**config.mk**
```make
export PLATFORM = sky130hd
export DESIGN_NAME = stepper_homing_sequencer_flat
export DESIGN_NICKNAME = d
export VERILOG_FILES = /design/src/design/shs_pkg.sv /design/src/design/shs_if.sv /design/src/design/stepper_homing_sequencer.sv /design/src/design/shs_step.sv /design/src/flat_wrapper.sv
export SDC_FILE = /design/constraint.sdc
export NUM_CORES = 1
export LEC_CHECK = 0
export ABC_AREA = 1
export BUFFER_PORTS_ARGS = -buffer_cell sky130_fd_sc_hd__buf_2
export CAP_MARGIN = 20
export CORE_ASPECT_RATIO = 0.7
export CORE_MARGIN = 3
export CORE_UTILIZATION = 42
export DETAILED_ROUTE_END_ITERATION = 12
export PLACE_DENSITY = 0.57
export SYNTH_ARGS = -nofsm -noshare
export SYNTH_HDL_FRONTEND = slang
export SYNTH_SLANG_ARGS = --single-unit
export TNS_END_PERCENT = 30
```
**constraint.sdc**
```tcl
create_clock -name clk -period 8.85 [get_ports clk]
set_input_delay 0.4425 -clock clk [delete_from_list [all_inputs] [get_ports clk]]
set_output_delay 0.4425 -clock clk [all_outputs]
set_load 0.01 [all_outputs]
```
**src/design/shs_pkg.sv**
```systemverilog
// Package for the stepper homing sequencer: codes, payload and state types.
`default_nettype none
package shs_pkg;

	localparam int TIME_BITS_DEF = 32;
	localparam int DIST_W        = 16;
	localparam int MS_W          = 16;
	localparam int NOW_W         = 32;
	localparam int CFG_IDX_W     = 2;

	localparam logic [DIST_W-1:0] CLEAR_DIST_RST = 16'd200;
	localparam logic [DIST_W-1:0] SWEEP_DIST_RST = 16'd5000;
	localparam logic [MS_W-1:0]   STABLE_MS_RST  = 16'd50;

	localparam logic [CFG_IDX_W-1:0] REG_CLEAR_DISTANCE = 2'd0;
	localparam logic [CFG_IDX_W-1:0] REG_SWEEP_DISTANCE = 2'd1;
	localparam logic [CFG_IDX_W-1:0] REG_STABLE_MS      = 2'd2;

	typedef enum logic [1:0] {
		OP_TICK      = 2'd0,
		OP_SET_MODE  = 2'd1,
		OP_SET_TEACH = 2'd2
	} opcode_t;

	typedef enum logic [2:0] {
		MODE_IDLE        = 3'd0,
		MODE_TEACH_START = 3'd1,
		MODE_CLEARING    = 3'd2,
		MODE_SWEEPING    = 3'd3,
		MODE_TEACH_DONE  = 3'd4,
		MODE_MOVE        = 3'd5,
		MODE_LASER       = 3'd6,
		MODE_MANUAL      = 3'd7
	} mode_t;

	typedef enum logic [1:0] {
		CMD_NONE      = 2'd0,
		CMD_MOVE      = 2'd1,
		CMD_STOP_ZERO = 2'd2
	} cmd_t;

	typedef struct packed {
		opcode_t          opcode;
		mode_t            new_mode;
		logic             teach_value;
		logic             sensor_high;
		logic             move_complete;
		logic             laser_done;
		logic [NOW_W-1:0] now_ms;
	} shs_in_t;

	typedef struct packed {
		cmd_t              motor_command;
		logic [DIST_W-1:0] move_distance;
		mode_t             mode;
		logic              teach_done;
	} shs_out_t;

	typedef struct packed {
		logic [DIST_W-1:0] clear_distance;
		logic [DIST_W-1:0] sweep_distance;
		logic [MS_W-1:0]   stable_ms;
	} shs_cfg_t;

	typedef struct packed {
		mode_t mode;
		logic  teach_mark;
		logic  stable_valid;
		logic  clear_started;
	} shs_ctl_t;

endpackage
`default_nettype wire

```
**src/design/shs_if.sv**
```systemverilog
// Valid/ready channel interfaces for the sequencer's input and result words.
`default_nettype none
interface shs_in_if import shs_pkg::*; ();
	logic    valid;
	logic    ready;
	shs_in_t word;

	modport source (output valid, output word, input ready);
	modport sink (input valid, input word, output ready);
endinterface

interface shs_out_if import shs_pkg::*; ();
	logic     valid;
	logic     ready;
	shs_out_t word;

	modport source (output valid, output word, input ready);
	modport sink (input valid, input word, output ready);
endinterface
`default_nettype wire

```
**src/design/stepper_homing_sequencer.sv**
```systemverilog
// Stepper homing sequencer: top level with input stage, state and result register.
//
// Usage: each word on in_ch is an update tick (sensor, done flags, ms time) or a
// direct write of the mode or the teach mark. Every word yields exactly one
// result word on out_ch: motor command, move distance, mode and teach mark.
// Both channels are valid/ready; a word moves when valid and ready are high.
// Each accepted word passes through the input register, then the result register;
// out_ch.valid rises when the word enters the result register. Throughput is one
// word per clock while out_ch is not stalled; the mode/timer state is updated as
// each word enters the result register, before the next word leaves the input
// register. When the receiver stalls, the result register holds and the input
// register takes one more word; in_ch.ready then drops until out_ch drains.
// Configuration (clear_distance, sweep_distance, stable_ms) is written through
// cfg_we/cfg_index/cfg_data; the user must write it only while no word is in
// flight, which the block does not enforce. Unknown indexes are ignored. Reset
// (arst_n low) empties both stages, sets mode idle, clears the teach mark and
// the stable timer, and loads the register defaults.
`default_nettype none
module stepper_homing_sequencer import shs_pkg::*; #(
	parameter int TIME_BITS = TIME_BITS_DEF
) (
	input  wire logic                 clk,
	input  wire logic                 arst_n,
	input  wire logic                 cfg_we,
	input  wire logic [CFG_IDX_W-1:0] cfg_index,
	input  wire logic [DIST_W-1:0]    cfg_data,
	shs_in_if.sink                    in_ch,
	shs_out_if.source                 out_ch
);

	shs_cfg_t             cfg_q;
	shs_ctl_t             ctl_q;
	shs_ctl_t             ctl_nxt;
	logic [TIME_BITS-1:0] start_q;
	logic [TIME_BITS-1:0] start_nxt;
	shs_in_t              item_s1;
	logic                 valid_s1;
	shs_out_t             result;
	shs_out_t             out_q;
	logic                 out_valid_q;
	logic                 advance;

	// advance the input stage when the result register is free or draining
	assign advance      = valid_s1 && (!out_valid_q || out_ch.ready);
	assign in_ch.ready  = !valid_s1 || advance;
	assign out_ch.valid = out_valid_q;
	assign out_ch.word  = out_q;

	always_ff @(posedge clk or negedge arst_n) begin
		if (!arst_n) begin
			cfg_q.clear_distance <= CLEAR_DIST_RST;
			cfg_q.sweep_distance <= SWEEP_DIST_RST;
			cfg_q.stable_ms      <= STABLE_MS_RST;
		end else if (cfg_we) begin
			case (cfg_index)
				REG_CLEAR_DISTANCE: cfg_q.clear_distance <= cfg_data;
				REG_SWEEP_DISTANCE: cfg_q.sweep_distance <= cfg_data;
				REG_STABLE_MS:      cfg_q.stable_ms      <= cfg_data;
				default: ;
			endcase
		end
	end

	always_ff @(posedge clk or negedge arst_n) begin
		if (!arst_n) begin
			valid_s1 <= 1'b0;
		end else if (in_ch.ready) begin
			valid_s1 <= in_ch.valid;
		end
	end

	always_ff @(posedge clk) begin
		if (in_ch.valid && in_ch.ready) item_s1 <= in_ch.word;
	end

	shs_step #(
		.TIME_BITS(TIME_BITS)
	) u_step (
		.item        (item_s1),
		.cfg         (cfg_q),
		.cur         (ctl_q),
		.stable_start(start_q),
		.nxt         (ctl_nxt),
		.start_nxt   (start_nxt),
		.result      (result)
	);

	always_ff @(posedge clk or negedge arst_n) begin
		if (!arst_n) begin
			ctl_q.mode          <= MODE_IDLE;
			ctl_q.teach_mark    <= 1'b0;
			ctl_q.stable_valid  <= 1'b0;
			ctl_q.clear_started <= 1'b0;
			start_q             <= '0;
			out_valid_q         <= 1'b0;
		end else begin
			if (advance) begin
				ctl_q   <= ctl_nxt;
				start_q <= start_nxt;
			end
			if (advance) out_valid_q <= 1'b1;
			else if (out_ch.ready) out_valid_q <= 1'b0;
		end
	end

	always_ff @(posedge clk) begin
		if (advance) out_q <= result;
	end

`ifndef SYNTHESIS
	a_stop_goes_done: assert property (@(posedge clk) disable iff (!arst_n)
		out_valid_q && out_q.motor_command == CMD_STOP_ZERO |-> out_q.mode == MODE_TEACH_DONE)
		else $error("stop-and-zero word without teach-done mode");

	a_move_mode: assert property (@(posedge clk) disable iff (!arst_n)
		out_valid_q && out_q.motor_command == CMD_MOVE
		|-> out_q.mode == MODE_CLEARING || out_q.mode == MODE_SWEEPING)
		else $error("move word outside clearing or sweeping");

	a_dist_zero: assert property (@(posedge clk) disable iff (!arst_n)
		out_valid_q && out_q.motor_command != CMD_MOVE |-> out_q.move_distance == '0)
		else $error("nonzero distance without move command");

	a_full_stall: assert property (@(posedge clk) disable iff (!arst_n)
		valid_s1 && out_valid_q && !out_ch.ready |-> !in_ch.ready)
		else $error("input taken while both stages are full");

	a_clear_mode: assert property (@(posedge clk) disable iff (!arst_n)
		$rose(ctl_q.clear_started) |-> ctl_q.mode == MODE_CLEARING)
		else $error("clear started without entering clearing");
`endif

endmodule
`default_nettype wire

```
**src/design/shs_step.sv**
```systemverilog
// Next-state and result logic for one sequencer word.
`default_nettype none
module shs_step import shs_pkg::*; #(
	parameter int TIME_BITS = TIME_BITS_DEF
) (
	input  shs_in_t              item,
	input  shs_cfg_t             cfg,
	input  shs_ctl_t             cur,
	input  logic [TIME_BITS-1:0] stable_start,
	output shs_ctl_t             nxt,
	output logic [TIME_BITS-1:0] start_nxt,
	output shs_out_t             result
);

	logic [TIME_BITS-1:0] now_t;
	logic [TIME_BITS-1:0] elapsed;
	logic                 timed_out;

	assign now_t     = TIME_BITS'(item.now_ms);
	assign elapsed   = now_t - stable_start;
	assign timed_out = elapsed > TIME_BITS'(cfg.stable_ms);

	always_comb begin
		nxt                  = cur;
		start_nxt            = stable_start;
		result.motor_command = CMD_NONE;
		result.move_distance = '0;
		case (item.opcode)
			OP_SET_MODE: begin
				nxt.mode = item.new_mode;
			end
			OP_SET_TEACH: begin
				nxt.teach_mark = item.teach_value;
			end
			OP_TICK: begin
				case (cur.mode)
					MODE_TEACH_START: begin
						if (item.sensor_high) begin
							// blocked restart: a clear move is still outstanding
							if (!cur.clear_started) begin
								result.motor_command = CMD_MOVE;
								result.move_distance = cfg.clear_distance;
								nxt.clear_started    = 1'b1;
								nxt.mode             = MODE_CLEARING;
							end
						end else begin
							result.motor_command = CMD_MOVE;
							result.move_distance = cfg.sweep_distance;
							nxt.mode             = MODE_SWEEPING;
						end
					end
					MODE_CLEARING: begin
						if (item.move_complete) begin
							nxt.mode          = MODE_TEACH_START;
							nxt.clear_started = 1'b0;
						end
					end
					MODE_SWEEPING: begin
						if (item.sensor_high) begin
							if (!cur.stable_valid) begin
								start_nxt        = now_t;
								nxt.stable_valid = 1'b1;
							end else if (timed_out) begin
								result.motor_command = CMD_STOP_ZERO;
								nxt.stable_valid     = 1'b0;
								nxt.mode             = MODE_TEACH_DONE;
							end
						end else begin
							nxt.stable_valid = 1'b0;
						end
					end
					MODE_TEACH_DONE: begin
						nxt.teach_mark = 1'b1;
						nxt.mode       = MODE_IDLE;
					end
					MODE_MOVE: begin
						if (item.move_complete) nxt.mode = MODE_TEACH_DONE;
					end
					MODE_LASER: begin
						if (item.laser_done) nxt.mode = MODE_IDLE;
					end
					MODE_MANUAL: begin
						nxt.teach_mark = 1'b0;
						nxt.mode       = MODE_IDLE;
					end
					default: ;
				endcase
			end
			default: ;
		endcase
		result.mode       = nxt.mode;
		result.teach_done = nxt.teach_mark;
	end

endmodule
`default_nettype wire

```
**src/flat_wrapper.sv**
```systemverilog
// flat-port wrapper written by rule: the top's interface ports become plain ports
module stepper_homing_sequencer_flat import shs_pkg::*;
#(
	parameter int TIME_BITS = TIME_BITS_DEF
)
  (clk, arst_n, cfg_we, cfg_index, cfg_data, in_ch_valid, in_ch_word, in_ch_ready, out_ch_valid, out_ch_word, out_ch_ready);
  shs_in_if in_ch_i ();
  shs_out_if out_ch_i ();
  input  wire logic clk;
  input  wire logic arst_n;
  input  wire logic cfg_we;
  input  wire logic [CFG_IDX_W-1:0] cfg_index;
  input  wire logic [DIST_W-1:0] cfg_data;
  input wire logic [$bits(in_ch_i.valid)-1:0] in_ch_valid;
  input wire logic [$bits(in_ch_i.word)-1:0] in_ch_word;
  output wire logic [$bits(in_ch_i.ready)-1:0] in_ch_ready;
  output wire logic [$bits(out_ch_i.valid)-1:0] out_ch_valid;
  output wire logic [$bits(out_ch_i.word)-1:0] out_ch_word;
  input wire logic [$bits(out_ch_i.ready)-1:0] out_ch_ready;
  assign in_ch_i.valid = in_ch_valid;
  assign in_ch_i.word = in_ch_word;
  assign in_ch_ready = in_ch_i.ready;
  assign out_ch_valid = out_ch_i.valid;
  assign out_ch_word = out_ch_i.word;
  assign out_ch_i.ready = out_ch_ready;
  stepper_homing_sequencer #(.TIME_BITS(TIME_BITS)) u_core (.clk(clk), .arst_n(arst_n), .cfg_we(cfg_we), .cfg_index(cfg_index), .cfg_data(cfg_data), .in_ch(in_ch_i), .out_ch(out_ch_i));
endmodule
```
=== Word-level counts from Yosys, hierarchy flattened ===
Index checks and enable logic that the tools add are counted.

* Add/subtract/negate cells: 1
* $lt $le $gt $ge: 1
* Multiplexer cells: 26
* Equal/unequal tests: 13
* Reductions and logical operators: 18
* Bitwise operators: 1

{| class="wikitable"
|+ Operators with widths
! kind !! count
|-
| $mux W17 || 2
|-
| $gt A32 B16 Y1 || 1
|-
| $sub A32 B32 Y32 || 1
|-
| $mux W3 || 8
|-
| $pmux W3 S6 || 1
|-
| $eq A3 B3 Y1 const B || 4
|-
| $reduce_and A5 Y1 || 2
|-
| $reduce_and A2 Y1 || 4
|-
| $mux W1 || 7
|-
| $eq A3 B2 Y1 const B || 2
|-
| $mux W2 || 3
|-
| $pmux W1 S2 || 3
|-
| $pmux W3 S2 || 1
|-
| $eq A2 B1 Y1 const B || 2
|-
| $eq A2 B2 Y1 const B || 2
|-
| $logic_not A2 Y1 || 2
|-
| $ne A2 B1 Y1 const B || 2
|-
| $pmux W2 S2 || 1
|-
| $reduce_bool A2 Y1 || 2
|-
| $eq A3 B1 Y1 const B || 1
|-
| $reduce_and A3 Y1 || 1
|-
| $logic_and A1 B1 Y1 || 2
|-
| $logic_not A1 Y1 || 2
|-
| $logic_or A1 B1 Y1 || 2
|-
| 2 further kinds || 2
|}

* Output and inout bits: 24
* Logic and storage cells: 81
* Bits in registers: 151
* Input port bits: 64

=== Depth between registers and ports, before layout ===
* Depth in word-level cells: 7
* Mapped depth: 29
* Depth with buffers taken out: 29

=== By module ===
Synthesis repeated with hierarchy kept, for this count alone.

* Cells, all modules: 1288
* Area, all modules: 9519.1 µm²

{| class="wikitable"
|+ Modules (own cells, without submodules)
! module !! instances !! cells an instance !! area each (µm²)
|-
| stepper_homing_sequencer || 1 || 452 || 5522.8
|-
| shs_step || 1 || 836 || 3996.3
|}

=== Worst setup path after synthesis ===
Ideal clock, no wire load.

* Path kind: register to register
* From: register u_core.start_q[0]
* To: register u_core.out_q, in the netlist u_core.out_ch.word[3] (data pin)
* Library setup time: 0.258 ns
* Period minus slack after synthesis: 2.998 ns
* Cell stages (with the launch flop): 24
* Slack: 5.852 ns
* Arrival time: 2.740 ns
* Cells stage by stage: dfrtp_1 -> ha_1 -> fa_1 -> inv_1 -> nand2_1 -> nand2_1 -> and2_4 -> nand2_1 -> nand3_2 -> xor2_1 -> ha_1 -> nand2_1 -> nor3_1 -> nand3_1 -> nand2_1 -> nand3_1 -> nor2_1 -> nand2_1 -> nor2_2 -> nand2_2 -> nand4_1 -> nand2_1 -> nand2_1 -> nand2_1

{| class="wikitable"
|+ RTL lines
! element !! RTL line !! text
|-
| from (decl) || stepper_homing_sequencer.sv:34 || <nowiki>logic [TIME_BITS-1:0] start_q;</nowiki>
|-
| from (signal assigned) || stepper_homing_sequencer.sv:99 || <nowiki>start_q <= start_nxt;</nowiki>
|-
| to (signal assigned) || stepper_homing_sequencer.sv:107 || <nowiki>if (advance) out_q <= result;</nowiki>
|-
| to (decl) || stepper_homing_sequencer.sv:39 || <nowiki>shs_out_t out_q;</nowiki>
|}

==> summary.md <==
| Metric | Value |
|---|---|
| Status | `completed` |
| Layout cells sized above 1 | `roughly an eighth` |
| EDFF count, synth | `63` |
| Wire length per cell | `14.0 µm` |
| Post-cts sizing count | `0` |
| Inst Count DP | `1471` |
| Cts bufs inserted | `17` |
| Setup CP Type | `reg2reg` |
| Vias/cell | `4.69` |
| Setup Fix Bufs, Post-CTS | `0` |
| Skew-Pair Late Insertion Delay | `between 400 and 500 ps` |
| Maximum VDD drop | `141 µV` |
| Worst-path clk slew | `~60 ps` |
| DRT Wirelength | `21100 µm` |
| Cell Area, Synth | `~8600 µm²` |
| Total gr overflow | `0` |
| Vias in the first global route | `between 6000 and 7000` |
| Post-Layout Inst Area | `10100 µm²` |
| GRT Resource Usage Total | `19.9%` |
| Lkg Pwr | `5.32 nW` |
| Synthesized area per cell | `7.65 µm²` |
| Die H | `126 µm` |
| Antenna diode count | `0` |
| Hold violation count in the final report | `0` |
| Finished Core Util | `roughly 50%` |
| Pre-CTS setup slack | `5320 ps` |
| Register area share after synthesis | `between 40% and 50%` |
| Fin. max-slew vios | `0` |
| Port buffer count | `87` |
| Vias | `7075` |
| Setup-failing EPs final | `0` |
| Critical path required time | `9030 ps` |
| Initial drt markers | `647` |
| CTS tree | `built` |
| Slew @ Worst Pin | `954 ps` |
| Setup ws final | `5290 ps` |
| Root Driver | `clkbuf_16` |
| # Max-Cap Violations | `0` |
| Grt peak-use layer | `met1` |
| Post-route insts no fill | `1507` |
| H-tree depth | `4` |
| GPL Wtd Cong | `0.934` |
| Synth Register Bits | `151` |
| Fin nets | `1336` |
| Dpl hpwl | `16100 µm` |
| M1 GR Usage | `roughly a third` |
| Drt drc | `0` |
| GR Layer Usage met3 | `5.03%` |
| CP Capture Type | `register` |
| Commonest non-fill, non-tap cells in the layout | `379 x nand2_1, 209 x inv_1, 88 x nor2_1` |
| Slew headroom | `36.3%` |
| Setup TNS Final | `0 ps` |
| Hold_buf cts | `1` |
| Core Box Area | `20000 µm²` |
| Worst Hold Class | `in2reg` |
| Starting density of the core | `43.2%` |
| CP max FO | `3` |
| Fmax | `0.281 GHz` |
| Most common cell after layout, fill and taps aside | `nand2_1` |
| RSZ-0062 raised after global routing | `no` |
| Period minus WS final | `around 3600 ps` |
| Worst EP arrival | `around 3700 ps` |
| Design Power | `2.40 mW` |
| Io pins | `88` |
| Placed instance area | `between 9000 and 10000 µm²` |
| FP Rows | `43` |
| Antenna-violating nets left | `0` |
| Hold Slack | `around 180 ps` |
| Most common flop cell mapped by yosys | `dfrtp_1` |
| Drt first pass iters | `6` |
| Initial antenna violation count | `1` |
| Power Density | `238 nW/µm²` |
| Cell variety after synth | `35` |
| Nature of the critical path startpoint | `register` |
| Fin crit share | `40.2%` |
| Die area | `roughly 22000 µm²` |
| Area growth syn-to-layout | `16.3%` |
| Mapped Cells | `1130` |
| Largest net degree at the start of global routing | `64` |
| Clock Skew | `between 20 and 25 ps` |
| Clk buf depth | `2` |
| Syn Nets | `roughly 1200` |
| Chip Width | `~180 µm` |
| Async S/R FF share, synth | `approximately 58%` |
| Yosys warns | `0` |
| Met2 Use GR | `25.5%` |
| Sink Count | `between 150 and 200` |
| First-pass GRT wire length | `about 35000 µm` |
[metal layers]
layer  wire length (µm)  vias to the layer above
met5                 10                        -
met4                126                        2
met3               1530                       13
met2               7770                      181
met1              11700                     3175
li1                   -                     3704
[registers in the layout, summed over array words and instances (netlist names)]
register	count
u_core.cfg_q	48
u_core.ctl_q	6
u_core.item_s1	41
u_core.out_ch.valid	1
u_core.out_ch.word	22
u_core.start_q	32
u_core.valid_s1	1
[cell usage after synthesis (2+ instances only)]
library cell | n | area, µm²
nor3_1 | 7 | 35.0
a21oi_1 | 67 | 335
dfstp_2 | 11 | 289
ha_1 | 47 | 588
nor2_2 | 7 | 43.8
nor3_2 | 2 | 20.0
nand2_2 | 6 | 37.5
inv_1 | 210 | 788
a31oi_1 | 2 | 12.5
clkinv_1 | 3 | 11.3
inv_2 | 6 | 22.5
nand2_1 | 380 | 1430
nand4_1 | 7 | 43.8
nand3_1 | 35 | 175
xor2_1 | 14 | 123
nor2_1 | 88 | 330
nor4_1 | 2 | 12.5
edfxtp_1 | 63 | 1890
dfrtp_1 | 77 | 1930
nand3_2 | 5 | 50.1
o21ai_0 | 60 | 300
clkbuf_1 | 18 | 67.6
[critical path: stages, from the launching register on]
cell and delay [ps]:
edfxtp_1 340, inv_1 50, ha_1 230, fa_1 420
inv_1 150, nand2_1 70, nand2_1 110, and2_4 180
nand2_1 70, nand3_2 120, xor2_1 100, ha_1 300
nand2_1 70, nor3_1 240, nand3_1 100, nand2_1 80
nand3_1 90, nor2_1 110, nand2_1 60, nor2_2 90
nand2_2 80, nand4_1 100, nand2_1 60, nand2_1 60
nand2_1 60
[cells by family (layout without fill, tap and decap cells)]
family / count (synthesis) / in the layout / share of synthesized area [%]
DFF: 151 / 151 / 47.5
buffers and inverters: 237 / 344 / 10.3
adders and majority gates: 48 / 48 / 7.03
AOI/OAI and AO/OA: 135 / 135 / 8.06
xor gates and xnor gates: 15 / 15 / 1.52
muxes: 1 / 1 / 0.130
and+or+nand+nor: 543 / 543 / 25.5
[path summary, 6_finish.rpt]
path                                               from                               to  slack, ps  depth (start not counted)
setup / recovery            u_core.item_s1[0]$_DFFE_PP_  u_core.out_ch.word[3]$_DFFE_PP_       5290                         24
hold / removal                           in_ch_word[15]     u_core.item_s1[15]$_DFFE_PP_        180                          1
setup reg to reg            u_core.item_s1[0]$_DFFE_PP_  u_core.out_ch.word[3]$_DFFE_PP_       5290                         24
hold reg to reg            u_core.cfg_q[17]$_DFFE_PN0P_     u_core.cfg_q[17]$_DFFE_PN0P_        490                          2
max in group asynchronous                        arst_n   u_core.start_q[16]$_DFFE_PN0P_       7270                          3
min in group asynchronous                        arst_n     u_core.cfg_q[17]$_DFFE_PN0P_        500                          2
[report_power, final]
group | total (mW) | switching (mW) | leakage (nW) | internal (mW)
clock network | 0.756 | 0.305 | 0.298 | 0.452
registers | 0.904 | 0.0533 | 1.60 | 0.851
logic | 0.736 | 0.477 | 3.42 | 0.259
total | 2.40 | 0.835 | 5.32 | 1.56
[final cells by class]
cell class / count / area [µm²]
fill: 2036 / 9950
multi-input combinational: 742 / 3650
timing repair buffer: 93 / 522
sequential: 151 / 4110
inverter: 219 / 822
tap: 270 / 338
clock buffer: 20 / 479
clock inverter: 12 / 138
(Power assumes the default switching activity.)
